<file path="src/sum_segment_tree_defines.svh">
// assertion macros of the segment tree sources, included by sst_ctrl
`ifndef SUM_SEGMENT_TREE_DEFINES_SVH
`define SUM_SEGMENT_TREE_DEFINES_SVH
`ifndef NO_ASSERTIONS
`define SST_ASSERT(label, prop, msg) \
   label: assert property (@(posedge clock) disable iff (reset) prop) else $error(msg);
`define SST_ASSERT_NORST(label, prop, msg) \
   label: assert property (@(posedge clock) prop) else $error(msg);
`else
`define SST_ASSERT(label, prop, msg)
`define SST_ASSERT_NORST(label, prop, msg)
`endif
`endif

</file>
<file path="src/sst_pkg.sv">
// shared constants, codes and types of the segment tree
package sst_pkg;

   localparam int unsigned LEAVES   = 1024;
   localparam int unsigned NODE_CNT = 2 * LEAVES;
   localparam int unsigned NODE_W   = $clog2(NODE_CNT);
   localparam int unsigned IDX_W    = NODE_W + 1;
   localparam int unsigned POS_W    = 10;
   localparam int unsigned VAL_W    = 32;
   localparam int unsigned SUM_W    = 64;

   localparam logic ACT_SET   = 1'b0;
   localparam logic ACT_QUERY = 1'b1;

   typedef enum logic [2:0] {
      ST_CLR,
      ST_IDLE,
      ST_SET_RD,
      ST_SET_ADD,
      ST_QRY_A,
      ST_QRY_B
   } state_type;

   typedef enum logic [1:0] {
      WSRC_ZERO,
      WSRC_VALUE,
      WSRC_SUM
   } wsrc_type;

   typedef enum logic [1:0] {
      ACC_HOLD,
      ACC_LOAD,
      ACC_CLEAR,
      ACC_ADD
   } acc_op_type;

   typedef struct packed {
      logic              we;
      logic [NODE_W-1:0] waddr;
      wsrc_type          wsrc;
      logic              re;
      logic [NODE_W-1:0] raddr;
   } mem_cmd_type;

   typedef struct packed {
      acc_op_type op;
      logic       done;
   } acc_cmd_type;

endpackage

</file>
<file path="src/sst_alu.sv">
// shared 64-bit adder with its accumulator register
module sst_alu (
   input  logic                      clock,
   input  sst_pkg::acc_op_type       op,
   input  logic [sst_pkg::VAL_W-1:0] value,
   input  logic [sst_pkg::SUM_W-1:0] rdata,
   output logic [sst_pkg::SUM_W-1:0] add_sum,
   output logic [sst_pkg::SUM_W-1:0] acc_next
);
   import sst_pkg::*;

   logic [SUM_W-1:0] acc_ff;
   logic [SUM_W-1:0] acc_in;

   assign add_sum = acc_ff + rdata;

   always_comb begin
      case (op)
         ACC_LOAD:  acc_in = SUM_W'(value);
         ACC_CLEAR: acc_in = '0;
         ACC_ADD:   acc_in = add_sum;
         default:   acc_in = acc_ff;
      endcase
   end

   always_ff @(posedge clock) begin
      acc_ff <= acc_in;
   end

   assign acc_next = acc_in;

endmodule

</file>
<file path="config.mk">
export PLATFORM = sky130hd
export DESIGN_NAME = sst_alu
export DESIGN_NICKNAME = d
export VERILOG_FILES = /design/src/sum_segment_tree_defines.svh /design/src/sst_pkg.sv /design/src/sst_alu.sv
export SDC_FILE = /design/constraint.sdc
export NUM_CORES = 1
export LEC_CHECK = 0
export ABC_CLOCK_PERIOD_IN_PS = 4400
export BUFFER_PORTS_ARGS = -buffer_cell sky130_fd_sc_hd__buf_2
export CORE_MARGIN = 5
export CORE_UTILIZATION = 43
export DETAILED_ROUTE_END_ITERATION = 12
export MAX_ROUTING_LAYER = met4
export PLACE_DENSITY = 0.71
export RECOVER_POWER = 100
export SYNTH_ARGS = -nofsm -noshare
export SYNTH_HDL_FRONTEND = slang
export SYNTH_SLANG_ARGS = --single-unit
</file>
<file path="constraint.sdc">
create_clock -name clock -period 4.4 [get_ports clock]
set_input_delay 0.22 -clock clock [delete_from_list [all_inputs] [get_ports clock]]
set_output_delay 0.22 -clock clock [all_outputs]
set_load 0.005 [all_outputs]
</file>
== Word-level counts from Yosys, hierarchy flattened ==
Cells that the tools add are included.

* Muxes and demuxes: 1
* Shift-type cells: 0
* Order comparisons: 0
* Divide/modulo/power cells: 0
* Bitwise logic cells: 0
* $add $sub $neg: 1
* Reductions and logical operators: 0
* Multiply operators: 0
* Equality and inequality tests: 3

{| class="wikitable"
|+ Operators by type and width
! cell !! count
|-
| case mux 64 bit (3 select lines) || 1
|-
| adder 64 bit || 1
|-
| equality test 2 bit (second input constant) || 2
|-
| equality test 2 x 1 -> 1 bit (second input constant) || 1
|}

* Logic and storage cells: 6
* ROM bits: 0
* Memory bits (writable): 0
* Bits in registers: 64
* Memories kept: 0
* Latch bits: 0

== Logic depth before layout (Yosys ltp) ==
* Depth after elaboration: 2
* Depth in mapped cells: 12
* Gate-level depth less buffers: 12

== Least setup slack after synthesis ==
OpenSTA, ideal clock, no wires.

* Kind: register to output
* From: register acc_ff[0]
* To: output acc_next[36] in the netlist's numbering
* Arrival: 2.817 ns
* Path buffers: 0
* Slack: 1.363 ns
* Stages on the path, launching flop included: 13
* Cell sequence: dfxtp_1 ha_1 inv_1 fa_1 nand2b_1 a21oi_1 o21ai_0 a31oi_1 a41oi_2 o21ba_2 o31a_1 xnor2_2 a22o_1

* Cells in the longest elaborated chain, start to end: 2

{| class="wikitable"
|+ RTL lines
! item !! RTL line !! RTL
|-
| start: declaration || sst_alu.sv:12 || <nowiki>logic [SUM_W-1:0] acc_ff;</nowiki>
|-
| start signal: assignment || sst_alu.sv:27 || <nowiki>acc_ff <= acc_in;</nowiki>
|-
| adder 64 bit || sst_alu.sv:15 || <nowiki>assign add_sum = acc_ff + rdata;</nowiki>
|-
| net add_sum (one bit) || sst_alu.sv:7 || <nowiki>output logic [sst_pkg::SUM_W-1:0] add_sum,</nowiki>
|-
| case mux 64 bit (3 select lines) || sst_alu.sv:18 || <nowiki>case (op)</nowiki>
|-
| end: declaration || sst_alu.sv:8 || <nowiki>output logic [sst_pkg::SUM_W-1:0] acc_next</nowiki>
|}

The timed path passes the listed nets, and every way through them passes these cells.

== Worst setup path in the final report ==
* From: register acc_ff[0]
* To: output acc_next[58] in the netlist's numbering

* Cells in the longest elaborated chain, start to end: 2

{| class="wikitable"
|+ RTL lines
! item !! RTL line
|-
| adder 64 bit || sst_alu.sv:15
|-
| case mux 64 bit (3 select lines) || sst_alu.sv:18
|}

No other way between the ends.

==> results.md <==
- Failing checks: capacitance limit, slew limit
- Max FO, Critical Path: 7
- Sequential Power Share: 0.204
- Die W: 131 um
- Clock Skew: 0.00983 ns
- Setup bufs post-CTS: 0
- Max-cap violations: 1
- Metal2 WL: 10.1 mm
- Top reg by flops: acc_ff
- CTS tree: built
- Synthesized instance count: 801
- PortBufs: 226
- Yosys cell types: 67
- Netlist Area Pre-Place: 0.00625 mm^2
- Sw Share: 0.448
- Sw Pwr: 0.00172 W
- Peak VDD IR: 245 uV
- Clock share of power: 0.209
- Worst-margin pin slew: 2.75 ns
- Largest net degree at the start of global routing: 37
- Unrepaired setup endpoints after global routing: no
- Placer Congestion: 0.960
- Tot Pwr: 0.00383 W
- Starting Density: 0.435
- Req. time, crit path: 4.18 ns
- Max-slew violations: 37
- Nets: 1162
- CP Class: flop to output pin
- Die Height: 131 um
- Maximum clock frequency: 248 MHz
- PwrDens: 502 mW/mm^2
- Syn nets: 964
- Antenna violations before repair: 1
- DR vias: 6842
- Setup TNS: 0 ns
- YS warnings: 0
- Hold-fix buffers, CTS: 0
- Min cycle time layout: 4.04 ns
- Seq cells post-synth: 64
- Core area: 0.0144 mm^2
- Most frequent cells in the layout: clkbuf_1, buf_2, nand2_1, a21oi_1, o21ai_0
- Biggest regs: acc_ff x64
- Clock sinks: 64
- Largest register FFs: 64
- Final Hold Viols: 0
- DRC: 0
- Mapped Avg Cell Area: 7.80 um^2
- Final worst path period share: 0.918
- Post-Route M1 WL: 9.10 mm
- Vias in the first global route: 6608
- Layout area overhead: 22.2%
- Number of synthesized flops with an enable pin: 0
- Pre-antenna DRT Iters: 5
- Post-DRT Antenna Nets: 0
- Commonest non-fill, non-tap cell in the layout: clkbuf_1
- Outcome: complete, but fails checks
- Root buf cell: clkbuf_16
- Final core utilization: 0.531
- H-Tree Depth: 3
- Uppermost routed layer: met4
- Seq/Total Area, Yosys: 0.205
- Clock Path Buffers: 2
- Clock transition at path regs: 0.06 ns
- # setup viols final: 0
- HP Class: input pin to flop
- Row count: 44
- Logic pwr share: 0.587
- Num CTS Buffers: 9
- Clock Latency Late Sink: 0.35 ns
- I/O pins: 227
- Main synth FF type: dfxtp_1
- Setup crit end kind: output pin
- Normalized max-slew margin: -0.840
- Leakage: 3.60 nW
- Vias per cell: 5.75
- Number of DRC markers in iteration 0: 502
- DRT Wirelength: 21.3 mm
- Startpoint Class: flop
- Gr usage total: 0.250
- Critical path arrival: 3.82 ns
- First-pass GRT wire length: 33.1 mm
- Pint: 0.00211 W
- WL/cell: 17.9 um
- Layout cells sized above 1: 0.140
- Die Area: 0.0170 mm^2
- Grt total ovfl: 0
- Placed wire-length estimate: 17.3 mm
- Met3 routed WL: 1.78 mm
- Async SR Flop Fraction: 0
- PostCTS Resize Cnt: 0
[per-stage QoR]
stage | instances | setup slack (ns) | cell area [um^2] | hold WS, ns
floorplan | 801 | 1.36 | 6250 | 0.427
global placement | 1172 | 0.780 | 7480 | 0.471
detailed placement | 1172 | 0.748 | 7480 | 0.477
CTS | 1188 | 0.356 | 7800 | 0.189
global route | 1189 | 0.0381 | 7630 | 0.211
finish | 1190 | 0.363 | 7630 | 0.202
[Yosys cell counts, types with 4 or more instances]
cell type	count	share of area
inv_1	21	0.013
a21o_1	39	0.047
nand2b_1	6	0.0060
nand2_1	91	0.055
a31oi_1	16	0.016
xnor2_1	42	0.059
xor2_1	19	0.027
o211ai_1	5	0.0060
a22o_1	29	0.041
nor3_1	5	0.0040
ha_1	63	0.13
a211oi_1	7	0.0084
nand4_1	15	0.015
and4_1	7	0.0098
clkbuf_1	37	0.022
o21bai_1	12	0.014
and2_1	5	0.0050
nor2_1	36	0.022
nand3_1	15	0.012
or3_1	8	0.0080
a211o_1	4	0.0056
a21boi_0	6	0.0072
buf_2	5	0.0040
o21ai_0	66	0.053
o21a_1	5	0.0060
and3_1	7	0.0070
nor2b_1	5	0.0050
dfxtp_1	64	0.21
a21oi_1	78	0.062
mux2i_1	30	0.048
[area by class of cell]
cell class	instances	area [um^2]
antenna	2	5.00
sequential	64	1280
inverter	22	82.6
clock inverter	5	80.1
tap	184	230
clock buffer	11	243
multi-input combinational	672	4700
fill	1487	6740
timing repair buffer	230	1010
[layer usage]
metal,vias to the layer above,GRT usage
met5,-,-
met4,0,0.0684
met3,32,0.0533
met2,316,0.415
met1,3104,0.307
li1,3390,-
[worst paths after layout]
check	from	end	slack [ns]	cells after the start
max	acc_ff[0]$_DFF_P_	acc_next[58]	0.36	13
min	value[29]	acc_ff[29]$_DFF_P_	0.20	3
max reg2reg	acc_ff[0]$_DFF_P_	acc_ff[58]$_DFF_P_	0.99	12
min reg2reg	acc_ff[17]$_DFF_P_	acc_ff[17]$_DFF_P_	0.49	2
[logic make-up after synthesis]
kind of cell / after synthesis / synth area share
simple gates: 208 / 0.158
fa+ha+maj: 64 / 0.129
compound gates: 308 / 0.332
mux: 30 / 0.0481
xor+xnor: 62 / 0.0881
buf+inv: 65 / 0.0400
flops: 64 / 0.205
[power by group through the flow]
stage	Combinational, W	Sequential [W]	Clock [W]
2_1_floorplan	0.00149	0.000771	0
3_3_place_gp	0.00231	0.000792	0
3_5_place_dp	0.00232	0.000795	0
4_1_cts	0.00234	0.000783	0.000815
5_1_grt	0.00249	0.000798	0.000834
6_report	0.00225	0.000783	0.000799
[critical path, cell delays in order, from the launching register on]
cell      delay (ns)
dfxtp_1         0.33
ha_1            0.18
inv_1           0.06
fa_1            0.40
nand2b_1        0.18
a21oi_1         0.17
o21ai_0         0.18
a31oi_1         0.38
a41oi_2         0.29
o21ai_2         0.46
a32oi_1         0.23
or3_1           0.38
nand3_1         0.10
clkbuf_1        0.13
No activity file was read; power rests on OpenSTA's default activity.
