File: src/sum_segment_tree_defines.svh
// assertion macros of the segment tree sources, included by sst_ctrl
`ifndef SUM_SEGMENT_TREE_DEFINES_SVH
`define SUM_SEGMENT_TREE_DEFINES_SVH
`ifndef NO_ASSERTIONS
`define SST_ASSERT(label, prop, msg) \
   label: assert property (@(posedge clock) disable iff (reset) prop) else $error(msg);
`define SST_ASSERT_NORST(label, prop, msg) \
   label: assert property (@(posedge clock) prop) else $error(msg);
`else
`define SST_ASSERT(label, prop, msg)
`define SST_ASSERT_NORST(label, prop, msg)
`endif
`endif

File: src/sst_pkg.sv
// shared constants, codes and types of the segment tree
package sst_pkg;

   localparam int unsigned LEAVES   = 1024;
   localparam int unsigned NODE_CNT = 2 * LEAVES;
   localparam int unsigned NODE_W   = $clog2(NODE_CNT);
   localparam int unsigned IDX_W    = NODE_W + 1;
   localparam int unsigned POS_W    = 10;
   localparam int unsigned VAL_W    = 32;
   localparam int unsigned SUM_W    = 64;

   localparam logic ACT_SET   = 1'b0;
   localparam logic ACT_QUERY = 1'b1;

   typedef enum logic [2:0] {
      ST_CLR,
      ST_IDLE,
      ST_SET_RD,
      ST_SET_ADD,
      ST_QRY_A,
      ST_QRY_B
   } state_type;

   typedef enum logic [1:0] {
      WSRC_ZERO,
      WSRC_VALUE,
      WSRC_SUM
   } wsrc_type;

   typedef enum logic [1:0] {
      ACC_HOLD,
      ACC_LOAD,
      ACC_CLEAR,
      ACC_ADD
   } acc_op_type;

   typedef struct packed {
      logic              we;
      logic [NODE_W-1:0] waddr;
      wsrc_type          wsrc;
      logic              re;
      logic [NODE_W-1:0] raddr;
   } mem_cmd_type;

   typedef struct packed {
      acc_op_type op;
      logic       done;
   } acc_cmd_type;

endpackage

File: src/sst_ctrl.sv
// sequencer: clearing pass, leaf-to-root update walk and range walk
`include "sum_segment_tree_defines.svh"
module sst_ctrl (
   input  logic                      clock,
   input  logic                      reset,
   input  logic                      start,
   input  logic                      action,
   input  logic [sst_pkg::POS_W-1:0] position,
   input  logic [sst_pkg::POS_W-1:0] range_low,
   input  logic [sst_pkg::POS_W-1:0] range_high,
   output logic                      busy,
   output sst_pkg::mem_cmd_type      mem_cmd,
   output sst_pkg::acc_cmd_type      acc_cmd
);
   import sst_pkg::*;

   state_type         state_ff, state_in;
   logic [NODE_W-1:0] clr_ff, clr_in;
   logic [NODE_W-1:0] k_ff, k_in;
   logic [IDX_W-1:0]  a_ff, a_in;
   logic [IDX_W-1:0]  b_ff, b_in;
   logic              pend_ff, pend_in;

   logic              accept;
   logic              set_ok;
   logic [NODE_W-1:0] leaf_k;
   logic [NODE_W-1:0] parent;
   logic [IDX_W-1:0]  hi_clamp;
   logic [IDX_W-1:0]  a_start;
   logic [IDX_W-1:0]  b_start;
   logic [IDX_W-1:0]  b_dec;
   logic              a_lt_b;
   logic              clr_last;

   assign busy     = (state_ff != ST_IDLE);
   assign accept   = start && (state_ff == ST_IDLE);
   assign set_ok   = IDX_W'(position) < IDX_W'(LEAVES);
   assign leaf_k   = NODE_W'(IDX_W'(position) + IDX_W'(LEAVES));
   assign parent   = k_ff >> 1;
   assign hi_clamp = (IDX_W'(range_high) >= IDX_W'(LEAVES)) ? IDX_W'(LEAVES - 1)
                                                            : IDX_W'(range_high);
   assign a_start  = IDX_W'(range_low) + IDX_W'(LEAVES);
   assign b_start  = hi_clamp + IDX_W'(LEAVES) + IDX_W'(1);
   assign b_dec    = b_ff - IDX_W'(1);
   assign a_lt_b   = a_ff < b_ff;
   assign clr_last = (clr_ff == NODE_W'(NODE_CNT - 1));

   // next state
   always_comb begin
      state_in = state_ff;
      unique case (state_ff)
         ST_CLR: begin
            if (clr_last) state_in = ST_IDLE;
         end
         ST_IDLE: begin
            if (accept) begin
               if (action == ACT_QUERY) state_in = ST_QRY_A;
               else if (set_ok)         state_in = ST_SET_RD;
            end
         end
         ST_SET_RD:  state_in = ST_SET_ADD;
         ST_SET_ADD: state_in = (parent == NODE_W'(1)) ? ST_IDLE : ST_SET_RD;
         ST_QRY_A:   state_in = a_lt_b ? ST_QRY_B : ST_IDLE;
         ST_QRY_B:   state_in = ST_QRY_A;
         default:    state_in = ST_IDLE;
      endcase
   end

   // walk indexes
   always_comb begin
      clr_in  = clr_ff;
      k_in    = k_ff;
      a_in    = a_ff;
      b_in    = b_ff;
      pend_in = mem_cmd.re;
      case (state_ff)
         ST_CLR: clr_in = clr_ff + NODE_W'(1);
         ST_IDLE: begin
            if (accept) begin
               k_in = leaf_k;
               a_in = a_start;
               b_in = b_start;
            end
         end
         ST_SET_ADD: k_in = parent;
         ST_QRY_A: begin
            if (a_lt_b && a_ff[0]) a_in = a_ff + IDX_W'(1);
         end
         ST_QRY_B: begin
            a_in = a_ff >> 1;
            b_in = b_ff >> 1;
         end
         default: ;
      endcase
   end

   // outputs
   always_comb begin
      mem_cmd       = '0;
      mem_cmd.wsrc  = WSRC_ZERO;
      acc_cmd.op    = ACC_HOLD;
      acc_cmd.done  = 1'b0;
      unique case (state_ff)
         ST_CLR: begin
            mem_cmd.we    = 1'b1;
            mem_cmd.waddr = clr_ff;
         end
         ST_IDLE: begin
            if (accept && action == ACT_QUERY) begin
               acc_cmd.op = ACC_CLEAR;
            end else if (accept && set_ok) begin
               mem_cmd.we    = 1'b1;
               mem_cmd.waddr = leaf_k;
               mem_cmd.wsrc  = WSRC_VALUE;
               acc_cmd.op    = ACC_LOAD;
            end
         end
         ST_SET_RD: begin
            mem_cmd.re    = 1'b1;
            mem_cmd.raddr = k_ff ^ NODE_W'(1);
         end
         ST_SET_ADD: begin
            mem_cmd.we    = 1'b1;
            mem_cmd.waddr = parent;
            mem_cmd.wsrc  = WSRC_SUM;
            acc_cmd.op    = ACC_ADD;
         end
         ST_QRY_A: begin
            if (pend_ff) acc_cmd.op = ACC_ADD;
            if (a_lt_b && a_ff[0]) begin
               mem_cmd.re    = 1'b1;
               mem_cmd.raddr = a_ff[NODE_W-1:0];
            end
            if (!a_lt_b) acc_cmd.done = 1'b1;
         end
         ST_QRY_B: begin
            if (pend_ff) acc_cmd.op = ACC_ADD;
            if (b_ff[0]) begin
               mem_cmd.re    = 1'b1;
               mem_cmd.raddr = b_dec[NODE_W-1:0];
            end
         end
         default: ;
      endcase
   end

   always_ff @(posedge clock) begin
      if (reset) begin
         state_ff <= ST_CLR;
         clr_ff   <= '0;
         pend_ff  <= 1'b0;
      end else begin
         state_ff <= state_in;
         clr_ff   <= clr_in;
         pend_ff  <= pend_in;
      end
   end

   always_ff @(posedge clock) begin
      k_ff <= k_in;
      a_ff <= a_in;
      b_ff <= b_in;
   end

   `SST_ASSERT_NORST(a_busy_after_reset, reset |=> busy, "block not busy after reset")
   `SST_ASSERT(a_set_walk_below_root, state_ff == ST_SET_RD |-> k_ff > NODE_W'(1), "update walk at root")
   `SST_ASSERT(a_pend_from_read, pend_ff |-> $past(mem_cmd.re), "pending add without a read")
   `SST_ASSERT(a_qry_order, state_ff == ST_QRY_B |-> a_ff <= b_ff, "range walk crossed over")

endmodule

File: config.mk
export PLATFORM = sky130hd
export DESIGN_NAME = sst_ctrl
export DESIGN_NICKNAME = d
export VERILOG_FILES = /design/src/sst_pkg.sv /design/src/sst_ctrl.sv
export VERILOG_INCLUDE_DIRS = /design/src /design/src/src
export SDC_FILE = /design/constraint.sdc
export NUM_CORES = 1
export LEC_CHECK = 0
export BUFFER_PORTS_ARGS = -buffer_cell sky130_fd_sc_hd__buf_2
export CORE_ASPECT_RATIO = 1.25
export CORE_MARGIN = 2
export CORE_UTILIZATION = 50
export DETAILED_ROUTE_END_ITERATION = 7
export PLACE_DENSITY = 0.76
export SLEW_MARGIN = 20
export SYNTH_ARGS = -nofsm -noshare
export SYNTH_HDL_FRONTEND = slang
export SYNTH_SLANG_ARGS = --single-unit
File: constraint.sdc
create_clock -name clock -period 2.3 [get_ports clock]
set_input_delay 0.115 -clock clock [delete_from_list [all_inputs] [get_ports clock]]
set_output_delay 0.115 -clock clock [all_outputs]
set_load 0.05 [all_outputs]
==> Word-level counts from Yosys, hierarchy flattened <==
Index checks and enable logic that the tools add are counted.
{ "classes": {"add_sub_neg": 7, "n_lt_le_gt_ge": 1, "n_eq_ne": 11, "muxes": 26, "n_bitwise": 1, "reduce_logical": 12} }
{ "ops": {"columns": ["op", "n"], "rows": [
  ["$pmux 12 s3", 3],
  ["$mux 12", 5],
  ["$mux 14", 2],
  ["$add 10x11->12 const B", 2],
  ["$add 12x1->12 const B", 2],
  ["$pmux 12 s2", 1],
  ["$pmux 11 s2", 1],
  ["$pmux 3 s6", 1],
  ["$lt 12x12->1", 1],
  ["$mux 3", 4],
  ["$add 10x11->11 const B", 1],
  ["$add 11x1->11 const B", 1],
  ["$eq 11x11->1 const B", 1],
  ["$mux 11", 1],
  ["$sub 11x1->11 const B", 1],
  ["$eq 10x1->1 const B", 1],
  ["$eq 3x2->1 const B", 2],
  ["$eq 3x3->1 const B", 2],
  ["$mux 2", 3],
  ["$ne 2x2->1 const B", 3],
  ["$pmux 2 s3", 1],
  ["$reduce_and 2->1", 3],
  ["$pmux 2 s2", 1],
  ["$reduce_bool 2->1", 2],
  ["9 further kinds", 13]
]} }
{ "word_totals": {"ff_bits": 50, "in_bits": 34, "out_inout_bits": 30, "word_cells": 64} }

==> Logic depth before layout (Yosys ltp) <==
{ "depth": {"word_depth": 5, "ltp_mapped": 7, "mapped_depth_nobuf": 6} }

==> Worst setup path before layout <==
Ideal clock, no wire load.
{ "synth_timing": {"path_type": "reg2out", "from": "reg a_ff[10]", "to": "out mem_cmd[10] in the netlist's numbering", "arrival_ns": 2.690, "required_ns": 2.185, "setup_slack_ns": -0.505, "path_stages_with_launch": 7, "path_buffers": 1, "path_cell_list": "edfxtp_1 > ha_1 > a41o_1 > a21oi_1 > o21ai_1 > clkbuf_1 > o31ai_1"} }
{ "synth_rtl": {"columns": ["item", "line_no", "rtl"], "rows": [
  ["start: declaration", "sst_ctrl.sv:20", "logic [IDX_W-1:0] a_ff, a_in;"],
  ["start signal: assignment", "sst_ctrl.sv:161", "a_ff <= a_in;"],
  ["end: declaration", "sst_ctrl.sv:12", "output sst_pkg::mem_cmd_type mem_cmd,"]
]} }

==> reports/metrics.csv <==
metric;value;unit
outcome;finished with violations;
violated_checks;negative setup slack;
grt_max_degree;20;
worstSetupStartpointType;flip-flop;
detail-route-antenna-nets;0;
dp.final_hpwl;7020;um
gp_routability_congestion;0.878;
place.detailed.instances;530;
fin_skew;0.0137;ns
die_extent_in_y;95.7;um
path_common_cell;sky130_fd_sc_hd__buf_6;
critical-path-top-delay-family;simple AND/OR/NAND/NOR gates;
crit_required;2.18;ns
r2r-end;a_ff[11];
crit_path_cell_trace;inv_1, ha_1, nand2_1, or4_4, o21ai_4, buf_6, o31ai_2, buf_6;
clk_pin_slew_worst_paths;0.11;ns
globalRoute.totalOverflow;0;
layout_cell_share_with_drive_strength_beyond_1;30.3;%
critPathCaptureType;output port;
synth_cells;370;
timing.reg2reg.setup_slack;-0.03;ns
syn_area;0.00336;mm2
cts_buffers;5;
yosys.area.top_type;sky130_fd_sc_hd__edfxtp_1;
finalMaxSlewViolations;0;
post-route-min-period;2.50;ns
path_buf_inv;3;
detail_route.vias_per_cell;5.84;
top_level_ports;64;
clock_sinks;50;
synth_enable_flop_cells;35;
antenna-diode-count;0;
hp-class;in2reg;
synth.net_count;418;
drv.max_cap_violation_count;0;
vdd.ir_drop.worst;0.000303;V
synth-main-ff-cell;sky130_fd_sc_hd__edfxtp_1;
ys.warnings.count;0;
max_stage_delay;0.56;ns
area_growth_syn_to_layout;29.8;%
routed_wire_length_per_instance;17.5;um
stdcell_count;549;
clk-insertion-delay-late;0.32;ns
core-area;0.00652;mm2
synth_sequential_area_ratio;40.2;%
fill_cells;565;
critical_path.endpoint;mem_cmd[2];
io_buffer_count;63;
synth_simple_gate_area_share;19.9;%
path_depth;8;
combinational_family_with_the_most_area_after_synthesis;compound AO/OA/AOI/OAI gates;
wl;9590;um
post_synth_xor_area_fraction;5.73;%
leakage_power_summed_over_all_cells;1.80;nW
synth_compound_gate_area_share;22.0;%
postSynthAreaPerCell;9.09;um2
setup_violations;25;
power.density;402;mW/mm2
r2r_start;b_ff[5];
initial_core_utilization;51.6;%
design.die.area;0.00740;mm2
ys_types;58;
synth_mux_area_share;0.893;%
finalPower;0.00175;W
layout_setup_ws;-0.198;ns
drt_iter0_drc;312;
synth.top_cells.by_area;sky130_fd_sc_hd__edfxtp_1 (31%), sky130_fd_sc_hd__dfxtp_1 (8.9%), sky130_fd_sc_hd__ha_1 (5.2%);
drtPass1Iterations;5;
setup.worst_path.start;b_ff[5];
worst_pin_slew;0.491;ns
gr-usage-all-layers;25.7;%
drc;0;
final_hold_viol_count;0;
initial_antenna_violation_count;0;
cts_tree;yes;
vias;3204;
worst-endpoint-arrival;2.38;ns
whs_path_depth;3;
vias_in_the_first_global_route;3015;
cts-root-to-sink-buffers;2;
grt_setup_unrepaired;true;
worst-path-max-fanout;5;
postSynth.asyncResetShare;0;%
start_to_end_type_of_the_worst_setup_path;reg2out;
min_period_over_period;109;%
ctsHtreeMaxLevel;2;
wire_length_of_the_first_global_routing_pass;14700;um
ys_seq_elements;50;
post_synth_fa_ha_maj_area_fraction;5.21;%
yosysTopAreaCellShare;31.3;%
critical_path.slowest_cell;sky130_fd_sc_hd__or4_4;
hold_ws;0.0580;ns
slew_headroom;66.8;%
floorplan.die.width;77.4;um
max_freq;0.400;GHz
final_nets;509;
reg2reg_depth;8;
ctsRootBufferMaster;sky130_fd_sc_hd__clkbuf_8;
row_count;33;
==> layout make-up <==
| cell class | count | area (um2) | share of cell area (%) |
|---|---|---|---|
| clock buffers | 5 | 68.8 | 1.58 |
| clock inverters | 3 | 43.8 | 1.00 |
| inverters | 28 | 105 | 2.41 |
| multi-input cells | 273 | 1970 | 45.2 |
| flip-flops and latches | 50 | 1350 | 31.0 |
| well taps | 87 | 109 | 2.49 |
| repair buffers | 103 | 716 | 16.4 |
==> layout by cell type (no fill, tap or decap), types with 10 or more instances in the layout <==
cell                       count
sky130_fd_sc_hd__a22oi_1      13
sky130_fd_sc_hd__a21o_1       10
sky130_fd_sc_hd__a21oi_1      15
sky130_fd_sc_hd__and2_1       12
sky130_fd_sc_hd__buf_2        50
sky130_fd_sc_hd__nand2_1      37
sky130_fd_sc_hd__inv_1        27
sky130_fd_sc_hd__o21ai_0      23
sky130_fd_sc_hd__nor2_1       20
sky130_fd_sc_hd__buf_4        36
sky130_fd_sc_hd__buf_6        16
sky130_fd_sc_hd__nor3_1       10
sky130_fd_sc_hd__dfxtp_1      15
sky130_fd_sc_hd__edfxtp_1     35
sky130_fd_sc_hd__a221o_1      10
sky130_fd_sc_hd__ha_1         12
sky130_fd_sc_hd__xnor2_1      14
==> state kept, by name (all words and copies together), names as in the netlist <==
name,flops
b_ff,12
pend_ff,1
clr_ff,11
a_ff,12
k_ff,11
state_ff,3
==> routing by layer <==
metal  share of wire [%]  global-route usage (%)  up-vias
met5                   0                       0        -
met4                 3.0                    11.0        0
met3                 5.7                    3.28       21
met2                  52                    47.0      123
met1                  39                    30.4     1508
li1                    -                       -     1552
==> metrics by stage <==
step	setup TNS (ns)	instance area [um2]	setup slack [ns]	utilization, %
after floorplan	-2.85	3420	-0.283	-
after global placement	0	3980	0.0600	61.0
after detailed placement	0	3980	0.0339	61.0
after CTS	-2.02	4290	-0.182	65.8
after global routing	-4.66	4360	-0.280	66.9
final	-2.58	4360	-0.198	66.9
==> synth_stat cells, drive strengths merged, types with 3 or more instances <==
| library cell | n |
|---|---|
| or3 | 6 |
| nor3 | 10 |
| a221o | 10 |
| nor4 | 5 |
| nand4 | 8 |
| dfxtp | 15 |
| xor2 | 8 |
| edfxtp | 35 |
| a21oi | 15 |
| o21ai | 26 |
| ha | 14 |
| nor2 | 21 |
| a22oi | 13 |
| xnor2 | 14 |
| nand3 | 8 |
| a21o | 10 |
| buf | 9 |
| and2 | 12 |
| clkbuf | 11 |
| inv | 28 |
| mux2i | 3 |
| o21a | 4 |
| o31ai | 13 |
| nand2 | 37 |
==> how the worst min path moves through the flow <==
stage                 startpoint        end  slack (ns)
global placement    range_low[3]    a_ff[3]        0.39
detailed placement  range_low[5]    a_ff[5]        0.39
global route        range_low[2]    a_ff[2]        0.08
CTS                 range_low[5]    a_ff[5]        0.06
floorplan                  reset  clr_ff[1]        0.18
finish              range_low[5]    a_ff[5]        0.06
==> worst register-to-register path: cells and delay by family (launching register included) <==
family	cells	cell delay [ns]
fa+ha+maj	1	0.32
compound gates	2	0.36
flops	1	0.41
simple gates	2	0.63
buf+inv	3	0.36
==> logic make-up (layout without fill, tap and decap cells) <==
group | after synthesis | in the layout
simple gates | 127 | 127
compound gates | 106 | 107
flops | 50 | 50
buf+inv | 48 | 139
xor+xnor | 22 | 22
fa+ha+maj | 14 | 14
mux | 3 | 3
==> report_power, final <==
part	switching, W	internal (W)
combinational	0.0000709	0.0000575
sequential	0.00000481	0.000964
clock	0.000329	0.000327
total	0.000405	0.00135
==> what timing repair did <==
| item | CTS | global route |
|---|---|---|
| gates cloned | 1 | 1 |
| endpoints found under the setup margin | 13 | 25 |
| resized for setup | 38 | 8 |
| buffers inserted | 7 | 2 |
| hold buffers | 0 | 0 |
| pin swaps | 6 | 3 |
Power figures use the tool's default switching activity.
